[src/design/sgcw_pkg.sv]
// shared widths and types for the segment grid cell walker
package sgcw_pkg;

    localparam int COORD_W = 24;
    localparam int SIZE_W  = 16;
    localparam int DIV_W   = 25;
    localparam int PROD_W  = 40;
    localparam int ERR_W   = 48;

    localparam logic [SIZE_W-1:0] SIZE_RESET = 16'd1024;

    localparam logic CFG_CELL_WIDTH = 1'b0;
    localparam logic CFG_CELL_DEPTH = 1'b1;

    typedef struct packed {
        logic              done;
        logic [DIV_W-1:0]  quo;
        logic [SIZE_W-1:0] rem;
    } div_res_t;

endpackage

[src/design/sgcw_div.sv]
// restoring unsigned divider, one quotient bit per cycle
module sgcw_div (
    input  logic                          clk,
    input  logic                          rst_n,
    input  logic                          start,
    input  logic [sgcw_pkg::DIV_W-1:0]    dividend,
    input  logic [sgcw_pkg::SIZE_W-1:0]   divisor,
    output sgcw_pkg::div_res_t            res
);

    logic                          busy_reg;
    logic                          done_reg;
    logic [4:0]                    cnt_reg;
    logic [sgcw_pkg::SIZE_W-1:0]   rem_reg;
    logic [sgcw_pkg::DIV_W-1:0]    quo_reg;
    logic [sgcw_pkg::SIZE_W:0]     shifted;
    logic [sgcw_pkg::SIZE_W+1:0]   diff;
    logic                          fits;

    assign shifted = {rem_reg, quo_reg[sgcw_pkg::DIV_W-1]};
    assign diff    = {1'b0, shifted} - {2'b00, divisor};
    assign fits    = !diff[sgcw_pkg::SIZE_W+1];

    always_ff @(posedge clk or negedge rst_n)
    begin
        if (!rst_n)
        begin
            busy_reg <= 1'b0;
            done_reg <= 1'b0;
            cnt_reg  <= '0;
            rem_reg  <= '0;
            quo_reg  <= '0;
        end
        else if (start)
        begin
            busy_reg <= 1'b1;
            done_reg <= 1'b0;
            cnt_reg  <= '0;
            rem_reg  <= '0;
            quo_reg  <= dividend;
        end
        else if (busy_reg)
        begin
            rem_reg <= fits ? diff[sgcw_pkg::SIZE_W-1:0] : shifted[sgcw_pkg::SIZE_W-1:0];
            quo_reg <= {quo_reg[sgcw_pkg::DIV_W-2:0], fits};
            cnt_reg <= cnt_reg + 5'd1;
            if (cnt_reg == 5'(sgcw_pkg::DIV_W - 1))
            begin
                busy_reg <= 1'b0;
                done_reg <= 1'b1;
            end
        end
        else
        begin
            done_reg <= 1'b0;
        end
    end

    assign res.done = done_reg;
    assign res.quo  = quo_reg;
    assign res.rem  = rem_reg;

endmodule

[src/design/segment_grid_cell_walker.sv]
// segment grid cell walker top level: sequencer, serial multiplier, output register
// sequence: setup is one divide and two multiplies, then each major-axis step is a divide,
// a multiply, a check and an emit, plus one more emit for an extra corner word; the emits
// wait while the receiver stalls
// one segment at a time: a new segment is taken only once the last one's walk is done,
// as the serial divider and shift-add multiplier are shared by all steps
// rst_n is asynchronous active low; cell sizes reset to 1024, walker goes idle
module segment_grid_cell_walker #(
    parameter int MAX_STEPS = 32
) (
    input  logic                                clk,
    input  logic                                rst_n,
    // segment channel
    input  logic                                seg_valid,
    output logic                                seg_stall,
    input  logic signed [sgcw_pkg::COORD_W-1:0] start_x,
    input  logic signed [sgcw_pkg::COORD_W-1:0] start_z,
    input  logic signed [sgcw_pkg::COORD_W-1:0] end_x,
    input  logic signed [sgcw_pkg::COORD_W-1:0] end_z,
    // cell channel
    output logic                                cell_valid,
    input  logic                                cell_stall,
    output logic signed [sgcw_pkg::COORD_W-1:0] cell_x,
    output logic signed [sgcw_pkg::COORD_W-1:0] cell_z,
    output logic                                last,
    output logic                                aborted,
    // configuration
    input  logic                                cfg_we,
    input  logic                                cfg_index,
    input  logic [sgcw_pkg::SIZE_W-1:0]         cfg_data
);

    localparam int CW    = sgcw_pkg::COORD_W;
    localparam int SW    = sgcw_pkg::SIZE_W;
    localparam int ITER_W = $clog2(MAX_STEPS + 1);

    typedef enum logic [3:0] {
        S_IDLE, S_DIVV, S_MULE, S_MULT, S_DIVU, S_MULA, S_CHECK, S_EMIT1, S_EMIT2
    } state_t;

    state_t state_reg;

    // configuration
    logic [SW-1:0] cell_width_reg, cell_depth_reg;
    logic [SW-1:0] wx, wz;
    assign wx = (cell_width_reg == '0) ? SW'(1) : cell_width_reg;
    assign wz = (cell_depth_reg == '0) ? SW'(1) : cell_depth_reg;

    // walk state; u is the major axis, v the minor one
    logic              swap_reg, fwd_u_reg, fwd_v_reg;
    logic signed [CW-1:0] u_reg, ue_reg;
    logic [SW-1:0]     su_reg, sv_reg;
    logic [CW-1:0]     du_reg, dv_reg;
    logic [CW-1:0]     cu_reg, cv_reg, cv_first_reg;
    logic [SW-1:0]     add_reg;
    logic [sgcw_pkg::ERR_W-1:0] err_reg, thr_reg;
    logic [ITER_W-1:0] iters_reg;
    logic              extra_reg, fin_reg, abort_reg;

    // divider operand
    logic signed [CW+1:0] div_c_reg;
    logic [SW-1:0]        div_d_reg;
    logic                 div_start_reg;
    logic                 div_neg;
    logic [sgcw_pkg::DIV_W-1:0] div_n;
    sgcw_pkg::div_res_t   div_res;
    logic [CW-1:0]        div_cell;
    logic [SW-1:0]        div_mod;

    assign div_neg  = div_c_reg[CW+1];
    assign div_n    = div_neg ? ~div_c_reg[CW:0] : div_c_reg[CW:0];
    // floor quotient and floor remainder from the magnitude divide
    assign div_cell = div_neg ? ~div_res.quo[CW-1:0] : div_res.quo[CW-1:0];
    assign div_mod  = div_neg ? (div_d_reg - SW'(1) - div_res.rem) : div_res.rem;

    sgcw_div u_div (
        .clk      (clk),
        .rst_n    (rst_n),
        .start    (div_start_reg),
        .dividend (div_n),
        .divisor  (div_d_reg),
        .res      (div_res)
    );

    // shift-add multiplier, one multiplier bit per cycle
    logic [SW-1:0]               mul_a_reg;
    logic [sgcw_pkg::PROD_W-1:0] mul_b_reg, mul_acc_reg, mul_prod;
    logic [3:0]                  mul_cnt_reg;
    logic                        mul_last;
    assign mul_prod = mul_acc_reg + (mul_a_reg[0] ? mul_b_reg : '0);
    assign mul_last = (mul_cnt_reg == 4'(SW - 1));

    // segment setup
    logic signed [CW:0] sx, sz, ex, ez, ddx, ddz;
    logic [CW-1:0]      dx, dz;
    logic               in_swap;
    logic signed [CW-1:0] in_v0;
    assign sx  = {start_x[CW-1], start_x};
    assign sz  = {start_z[CW-1], start_z};
    assign ex  = {end_x[CW-1], end_x};
    assign ez  = {end_z[CW-1], end_z};
    assign ddx = ex - sx;
    assign ddz = ez - sz;
    assign dx  = ddx[CW] ? CW'(-ddx) : ddx[CW-1:0];
    assign dz  = ddz[CW] ? CW'(-ddz) : ddz[CW-1:0];
    assign in_swap = dx < dz;
    assign in_v0   = in_swap ? start_x : start_z;

    // next major boundary, clamped to the end point
    logic signed [CW+1:0] u_ext, ue_ext, nxt_raw, nxt, adv;
    assign u_ext   = {{2{u_reg[CW-1]}}, u_reg};
    assign ue_ext  = {{2{ue_reg[CW-1]}}, ue_reg};
    assign nxt_raw = fwd_u_reg ? (u_ext - $signed({10'd0, div_mod}) + $signed({10'd0, su_reg}))
                               : (u_ext - 26'sd1 - $signed({10'd0, div_mod}));
    assign nxt     = fwd_u_reg ? ((nxt_raw > ue_ext) ? ue_ext : nxt_raw)
                               : ((nxt_raw < ue_ext) ? ue_ext : nxt_raw);
    assign adv     = fwd_u_reg ? (nxt - u_ext) : (u_ext - nxt);

    // step decision
    logic                 err_ge, err_gt, walk_done, cap_hit;
    logic signed [CW-1:0] u_new;
    logic [ITER_W-1:0]    iters_inc;
    assign err_ge    = err_reg >= thr_reg;
    assign err_gt    = err_reg > thr_reg;
    assign u_new     = fwd_u_reg ? (u_reg + $signed({8'd0, add_reg}))
                                 : (u_reg - $signed({8'd0, add_reg}));
    assign walk_done = fwd_u_reg ? (u_new >= ue_reg) : (u_new <= ue_reg);
    assign iters_inc = iters_reg + ITER_W'(1);
    assign cap_hit   = iters_inc >= ITER_W'(MAX_STEPS);

    // multiplier operand loads per state
    logic                        mul_load;
    logic [SW-1:0]               mul_a_in;
    logic [sgcw_pkg::PROD_W-1:0] mul_b_in;

    always_comb
    begin
        mul_load = 1'b0;
        mul_a_in = adv[SW-1:0];
        mul_b_in = {16'd0, dv_reg};
        case (state_reg)
            S_DIVV:
            begin
                // error offset from the snapped minor start
                mul_load = div_res.done;
                mul_a_in = fwd_v_reg ? div_mod : (sv_reg - SW'(1) - div_mod);
                mul_b_in = {16'd0, du_reg};
            end
            S_MULE:
            begin
                // threshold
                mul_load = mul_last;
                mul_a_in = sv_reg;
                mul_b_in = {16'd0, du_reg};
            end
            S_DIVU:
            begin
                // error increment for this major advance
                mul_load = div_res.done;
            end
            default: ;
        endcase
    end

    always_ff @(posedge clk or negedge rst_n)
    begin
        if (!rst_n)
        begin
            mul_a_reg   <= '0;
            mul_b_reg   <= '0;
            mul_acc_reg <= '0;
            mul_cnt_reg <= '0;
        end
        else if (mul_load)
        begin
            mul_a_reg   <= mul_a_in;
            mul_b_reg   <= mul_b_in;
            mul_acc_reg <= '0;
            mul_cnt_reg <= '0;
        end
        else
        begin
            mul_acc_reg <= mul_prod;
            mul_a_reg   <= mul_a_reg >> 1;
            mul_b_reg   <= mul_b_reg << 1;
            mul_cnt_reg <= mul_cnt_reg + 4'd1;
        end
    end

    // output register
    logic              cell_valid_reg, last_reg, aborted_reg;
    logic [CW-1:0]     cell_x_reg, cell_z_reg;
    logic              out_free;
    logic              emit_go, div_go;
    assign out_free = !cell_valid_reg || !cell_stall;
    assign emit_go  = ((state_reg == S_EMIT1) || (state_reg == S_EMIT2)) && out_free;
    // divider kicks: segment accept, after the threshold, and after each step's words
    assign div_go   = ((state_reg == S_IDLE) && seg_valid)
                   || ((state_reg == S_MULT) && mul_last)
                   || ((state_reg == S_EMIT1) && out_free && !extra_reg && !fin_reg)
                   || ((state_reg == S_EMIT2) && out_free && !fin_reg);

    assign seg_stall  = (state_reg != S_IDLE);
    assign cell_valid = cell_valid_reg;
    assign cell_x     = cell_x_reg;
    assign cell_z     = cell_z_reg;
    assign last       = last_reg;
    assign aborted    = aborted_reg;

    always_ff @(posedge clk or negedge rst_n)
    begin
        if (!rst_n)
        begin
            state_reg      <= S_IDLE;
            cell_width_reg <= sgcw_pkg::SIZE_RESET;
            cell_depth_reg <= sgcw_pkg::SIZE_RESET;
            cell_valid_reg <= 1'b0;
            div_start_reg  <= 1'b0;
            iters_reg      <= '0;
        end
        else
        begin
            div_start_reg <= div_go;

            if (cfg_we)
            begin
                case (cfg_index)
                    sgcw_pkg::CFG_CELL_WIDTH: cell_width_reg <= cfg_data;
                    sgcw_pkg::CFG_CELL_DEPTH: cell_depth_reg <= cfg_data;
                    default: ;
                endcase
            end

            if (emit_go)
                cell_valid_reg <= 1'b1;
            else if (cell_valid_reg && !cell_stall)
                cell_valid_reg <= 1'b0;

            case (state_reg)
                S_IDLE:
                begin
                    if (seg_valid)
                    begin
                        swap_reg      <= in_swap;
                        u_reg         <= in_swap ? start_z : start_x;
                        ue_reg        <= in_swap ? end_z : end_x;
                        fwd_u_reg     <= in_swap ? !ddz[CW] : !ddx[CW];
                        fwd_v_reg     <= in_swap ? !ddx[CW] : !ddz[CW];
                        su_reg        <= in_swap ? wz : wx;
                        sv_reg        <= in_swap ? wx : wz;
                        du_reg        <= in_swap ? dz : dx;
                        dv_reg        <= in_swap ? dx : dz;
                        iters_reg     <= '0;
                        div_c_reg     <= (in_swap ? !ddx[CW] : !ddz[CW])
                                         ? {{2{in_v0[CW-1]}}, in_v0}
                                         : ({{2{in_v0[CW-1]}}, in_v0} - 26'sd1);
                        div_d_reg     <= in_swap ? wx : wz;
                        state_reg     <= S_DIVV;
                    end
                end
                S_DIVV:
                begin
                    if (div_res.done)
                    begin
                        // minor cell of the start point
                        cv_reg      <= div_cell;
                        state_reg   <= S_MULE;
                    end
                end
                S_MULE:
                begin
                    if (mul_last)
                    begin
                        err_reg     <= {8'd0, mul_prod};
                        state_reg   <= S_MULT;
                    end
                end
                S_MULT:
                begin
                    if (mul_last)
                    begin
                        thr_reg       <= {8'd0, mul_prod};
                        div_c_reg     <= fwd_u_reg ? u_ext : (u_ext - 26'sd1);
                        div_d_reg     <= su_reg;
                        state_reg     <= S_DIVU;
                    end
                end
                S_DIVU:
                begin
                    if (div_res.done)
                    begin
                        cu_reg      <= div_cell;
                        add_reg     <= adv[SW-1:0];
                        state_reg   <= S_MULA;
                    end
                end
                S_MULA:
                begin
                    if (mul_last)
                    begin
                        err_reg   <= err_reg + {8'd0, mul_prod};
                        state_reg <= S_CHECK;
                    end
                end
                S_CHECK:
                begin
                    cv_first_reg <= cv_reg;
                    extra_reg    <= err_ge && err_gt;
                    if (err_ge)
                    begin
                        cv_reg  <= fwd_v_reg ? (cv_reg + CW'(1)) : (cv_reg - CW'(1));
                        err_reg <= err_reg - thr_reg;
                    end
                    u_reg     <= u_new;
                    iters_reg <= iters_inc;
                    fin_reg   <= walk_done || cap_hit;
                    abort_reg <= !walk_done && cap_hit;
                    state_reg <= S_EMIT1;
                end
                S_EMIT1:
                begin
                    if (out_free)
                    begin
                        cell_x_reg     <= swap_reg ? cv_first_reg : cu_reg;
                        cell_z_reg     <= swap_reg ? cu_reg : cv_first_reg;
                        last_reg       <= fin_reg && !extra_reg;
                        aborted_reg    <= abort_reg && !extra_reg;
                        if (extra_reg)
                            state_reg <= S_EMIT2;
                        else if (fin_reg)
                            state_reg <= S_IDLE;
                        else
                        begin
                            div_c_reg     <= fwd_u_reg ? u_ext : (u_ext - 26'sd1);
                            div_d_reg     <= su_reg;
                            state_reg     <= S_DIVU;
                        end
                    end
                end
                S_EMIT2:
                begin
                    if (out_free)
                    begin
                        // extra cell at the stepped minor position
                        cell_x_reg     <= swap_reg ? cv_reg : cu_reg;
                        cell_z_reg     <= swap_reg ? cu_reg : cv_reg;
                        last_reg       <= fin_reg;
                        aborted_reg    <= abort_reg;
                        if (fin_reg)
                            state_reg <= S_IDLE;
                        else
                        begin
                            div_c_reg     <= fwd_u_reg ? u_ext : (u_ext - 26'sd1);
                            div_d_reg     <= su_reg;
                            state_reg     <= S_DIVU;
                        end
                    end
                end
                default:
                begin
                    state_reg <= S_IDLE;
                end
            endcase
        end
    end

endmodule

[config.mk]
export PLATFORM = sky130hd
export DESIGN_NAME = segment_grid_cell_walker
export DESIGN_NICKNAME = d
export VERILOG_FILES = /design/src/design/sgcw_pkg.sv /design/src/design/sgcw_div.sv /design/src/design/segment_grid_cell_walker.sv
export SDC_FILE = /design/constraint.sdc
export NUM_CORES = 2
export LEC_CHECK = 0
export ABC_AREA = 1
export BUFFER_PORTS_ARGS = -buffer_cell sky130_fd_sc_hd__buf_2
export CAP_MARGIN = 5
export CELL_PAD_IN_SITES_DETAIL_PLACEMENT = 0
export CELL_PAD_IN_SITES_GLOBAL_PLACEMENT = 1
export CORE_MARGIN = 2
export CORE_UTILIZATION = 45
export CTS_BUF_LIST = sky130_fd_sc_hd__clkbuf_4
export DETAILED_ROUTE_END_ITERATION = 6
export MAX_ROUTING_LAYER = met4
export PLACE_DENSITY_LB_ADDON = 0.1
export SLEW_MARGIN = 0
export SYNTH_ARGS = -nofsm -noshare
export SYNTH_HDL_FRONTEND = slang
export SYNTH_SLANG_ARGS = --single-unit
[constraint.sdc]
create_clock -name clk -period 10 [get_ports clk]
set_input_delay 1 -clock clk [delete_from_list [all_inputs] [get_ports clk]]
set_output_delay 1 -clock clk [all_outputs]
set_load 0.01 [all_outputs]
==> flow_summary.toml <==
[status]
status = "complete, no violations"

[synthesis]
syn_nets = 6998
synth_seq_cells = 593
syn_area_sq_mm = 0.04873
ys_async_sr_fraction_pct = 32.38
synth_top_area_share_pct = 24.71
yosysMostFrequentCell = "nand2_1"
avgSynthCellArea_sq_um = 7.567
synth_cells = 6439
synthTopCellsByArea = "edfxtp_1, nand2_1, ha_1"
yosysWarnings = 0
synth-edff-count = 401
yosysSeqAreaShare_pct = 34.58
synthTopCellsByCount = "nand2_1, inv_1, o21ai_0, a21oi_1, nor2_1"
synth.largest_area_cell = "edfxtp_1"
synth.distinct_cells = 83
synth-main-ff-cell = "edfxtp_1"

[global_routing]
grt_util_met1_pct = 43.20
grt_pass1_vias = 42110
gr-total-overflow = 0
grt_busiest_layer = "met2"
use_met3_pct = 4.093
grt_max_degree = 107
track_usage_pct = 30.35
grt_util_met2_pct = 45.72
antenna_found_initial = 10
grt_pass1_wl_microns = 252800

[timing]
relSlewSlack_pct = 7.950
worst_slew_pin_slew_ns = 1.366
drv_slew = 0
hold_viol = 0
fin_setup_tns_ns = 0
fmax_mhz = 110.6
setup_slack_ns = 0.9615
finClkSkew_ns = 0.09552
setup_viol = 0
rsz0062_at_grt = "false"
period_share_pct = 90.38
period_minus_slack_ns = 9.038
fin_hold_ws_ns = 0.1559

[cells_and_area]
final_area_sq_mm = 0.05356
final_util_pct = 49.96
final_cells = 8215
areaGrowthSynthToFinish_pct = 9.927
largest_register_ff_count = 48
final_nets = 7228
layout-drive-gt1-share_pct = 10.23

[power]
p_leak_nw = 25.50
power_mw = 18.17
max-vdd-ir-drop_mv = 0.2537
p_per_area_mw_per_mm2 = 339.1

[clock_tree]
cts_tree = "done"
cts_buffer_depth = 3
clk_latency_ns = 1.14
cts.sink_count = 593
htreeDepth = 4
clk_pin_slew_ns = 0.07
cts_root_buf = "clkbuf_4"
cts_buffers = 164

[placement]
place_inst = 7904
gp_congestion = 0.9496
hpwlAfterDp_microns = 131400
dpl-instance-area_sq_mm = 0.05129
port_buffers = 169
pre_cts_slack_ns = 0.2738

[critical_path]
cp-endpoint = "add_reg[15]"
crit_fanout = 12
crit_top_cell = "nand2_1"
endpoint_kind = "flip-flop"
cp_data_arrival_time_ns = 9.90
timing.rr.start = "u_div.rem_reg[0]"
critPathLaunch = "u_div.rem_reg[0]"
slowest_stage = "fa_1"
critPathKind = "reg2reg"
r2r_cells = 53
cp.required_ns = 10.86
crit_cells = 53
path_buf_inv = 7
rr_endpoint = "add_reg[15]"
crit_family = "simple AND/OR/NAND/NOR gates"
worst_setup_path_start_kind = "flip-flop"
r2r_slack_ns = 0.96
critical-path-max-stage-delay_ns = 0.43

[route]
ant_nets = 0
routed_via_density = 5.389
drt_iter0_drc = 3734
wl_per_cell_microns = 20.04
drt_wl_total_microns = 164600
drc = 0
dr.pass1.iters = 6
num_vias = 44270

[die]
placementRows = 120
dieHeight_microns = 333.1
chipWidth_microns = 333.1
io_pins = 170
core_sq_mm = 0.1072
floorplan.initialDensity_pct = 45.45
die_area_sq_mm = 0.1109

[job]
maxCapViolations = 0

[hold_path]
hp-class = "in2reg"
report_power, final:
group	total (mW)	internal [mW]	switching (mW)
logic	11.9	3.84	8.06
registers	3.95	3.56	0.397
clock network	2.31	1.17	1.14
total	18.2	8.56	9.60
worst reg2reg max path, delay by kind of cell (launching register included):
family	cells	cell delay, ns
and+or+nand+nor	25	2.86
buffers and inverters	7	0.81
AOI/OAI and AO/OA	14	2.41
xor gates and xnor gates	1	0.14
DFF	1	0.42
adders and majority gates	6	2.16
layout make-up:
| type | count | area (sq um) |
|---|---|---|
| fillers | 10900 | 53640 |
| clock inverters | 51 | 294.0 |
| multi-input cells | 4748 | 27910 |
| inverters | 924 | 3476 |
| well taps | 1403 | 1755 |
| repair buffers | 238 | 1403 |
| flip-flops and latches | 593 | 16850 |
| diodes | 11 | 27.53 |
| clock buffers | 247 | 1854 |
routing by layer:
| metal | vias up | share of wire [%] | wire (microns) |
|---|---|---|---|
| met5 | - | 0 | 0 |
| met4 | 0 | 1.9 | 3094 |
| met3 | 196 | 6.0 | 9884 |
| met2 | 1257 | 44 | 71970 |
| met1 | 20580 | 48 | 79700 |
| li1 | 22240 | - | - |
layout by cell type (no fill, tap or decap), drive strengths merged, types with 3 or more instances in the layout:
cell,instances
a31oi,76
mux2i,25
xor2,246
diode,11
dfrtp,190
a41oi,3
clkinv,45
nand4,65
edfxtp,401
nand2,1489
a21oi,520
o31ai,16
and2,10
inv,926
buf,235
o21bai,16
nor2,519
and3,3
o21a,16
a211oi,10
fa,26
ha,415
nor3,74
a32oi,10
nor4,36
o2111ai,7
clkinvlp,3
a21boi,25
o21ai,594
a21o,21
or2,44
nand3b,8
xnor2,61
o22ai,19
a22oi,3
nand3,265
a221oi,7
o211ai,55
o221ai,53
clkbuf,248
cells by family after synthesis:
family | after synthesis | synth area share, %
compound gates | 1460 | 17.11
xor+xnor | 307 | 5.811
fa+ha+maj | 441 | 11.72
buf+inv | 1098 | 8.546
flops | 593 | 34.58
mux | 25 | 0.5136
simple gates | 2515 | 21.71
how the worst min path moves through the flow:
stage | startpoint | end | slack [ns] | cells after the start
after floorplan | mul_a_reg[11] | mul_a_reg[10] | 0.43 | 2
after global placement | mul_a_reg[11] | mul_a_reg[10] | 0.45 | 2
after detailed placement | mul_cnt_reg[0] | mul_cnt_reg[0] | 0.46 | 1
after CTS | cfg_data[15] | cell_width_reg[15] | 0.02 | 3
after global routing | cfg_data[9] | cell_width_reg[9] | 0.08 | 3
final | cfg_data[14] | cell_width_reg[14] | 0.16 | 3
timing repair:
item	in CTS	in global routing
endpoints found under the hold margin	37	0
endpoints found under the setup margin	0	24
resized for setup	0	20
hold buffers	2	0
setup buffers	0	0
Note: power is estimated with default switching activity, not from simulation.
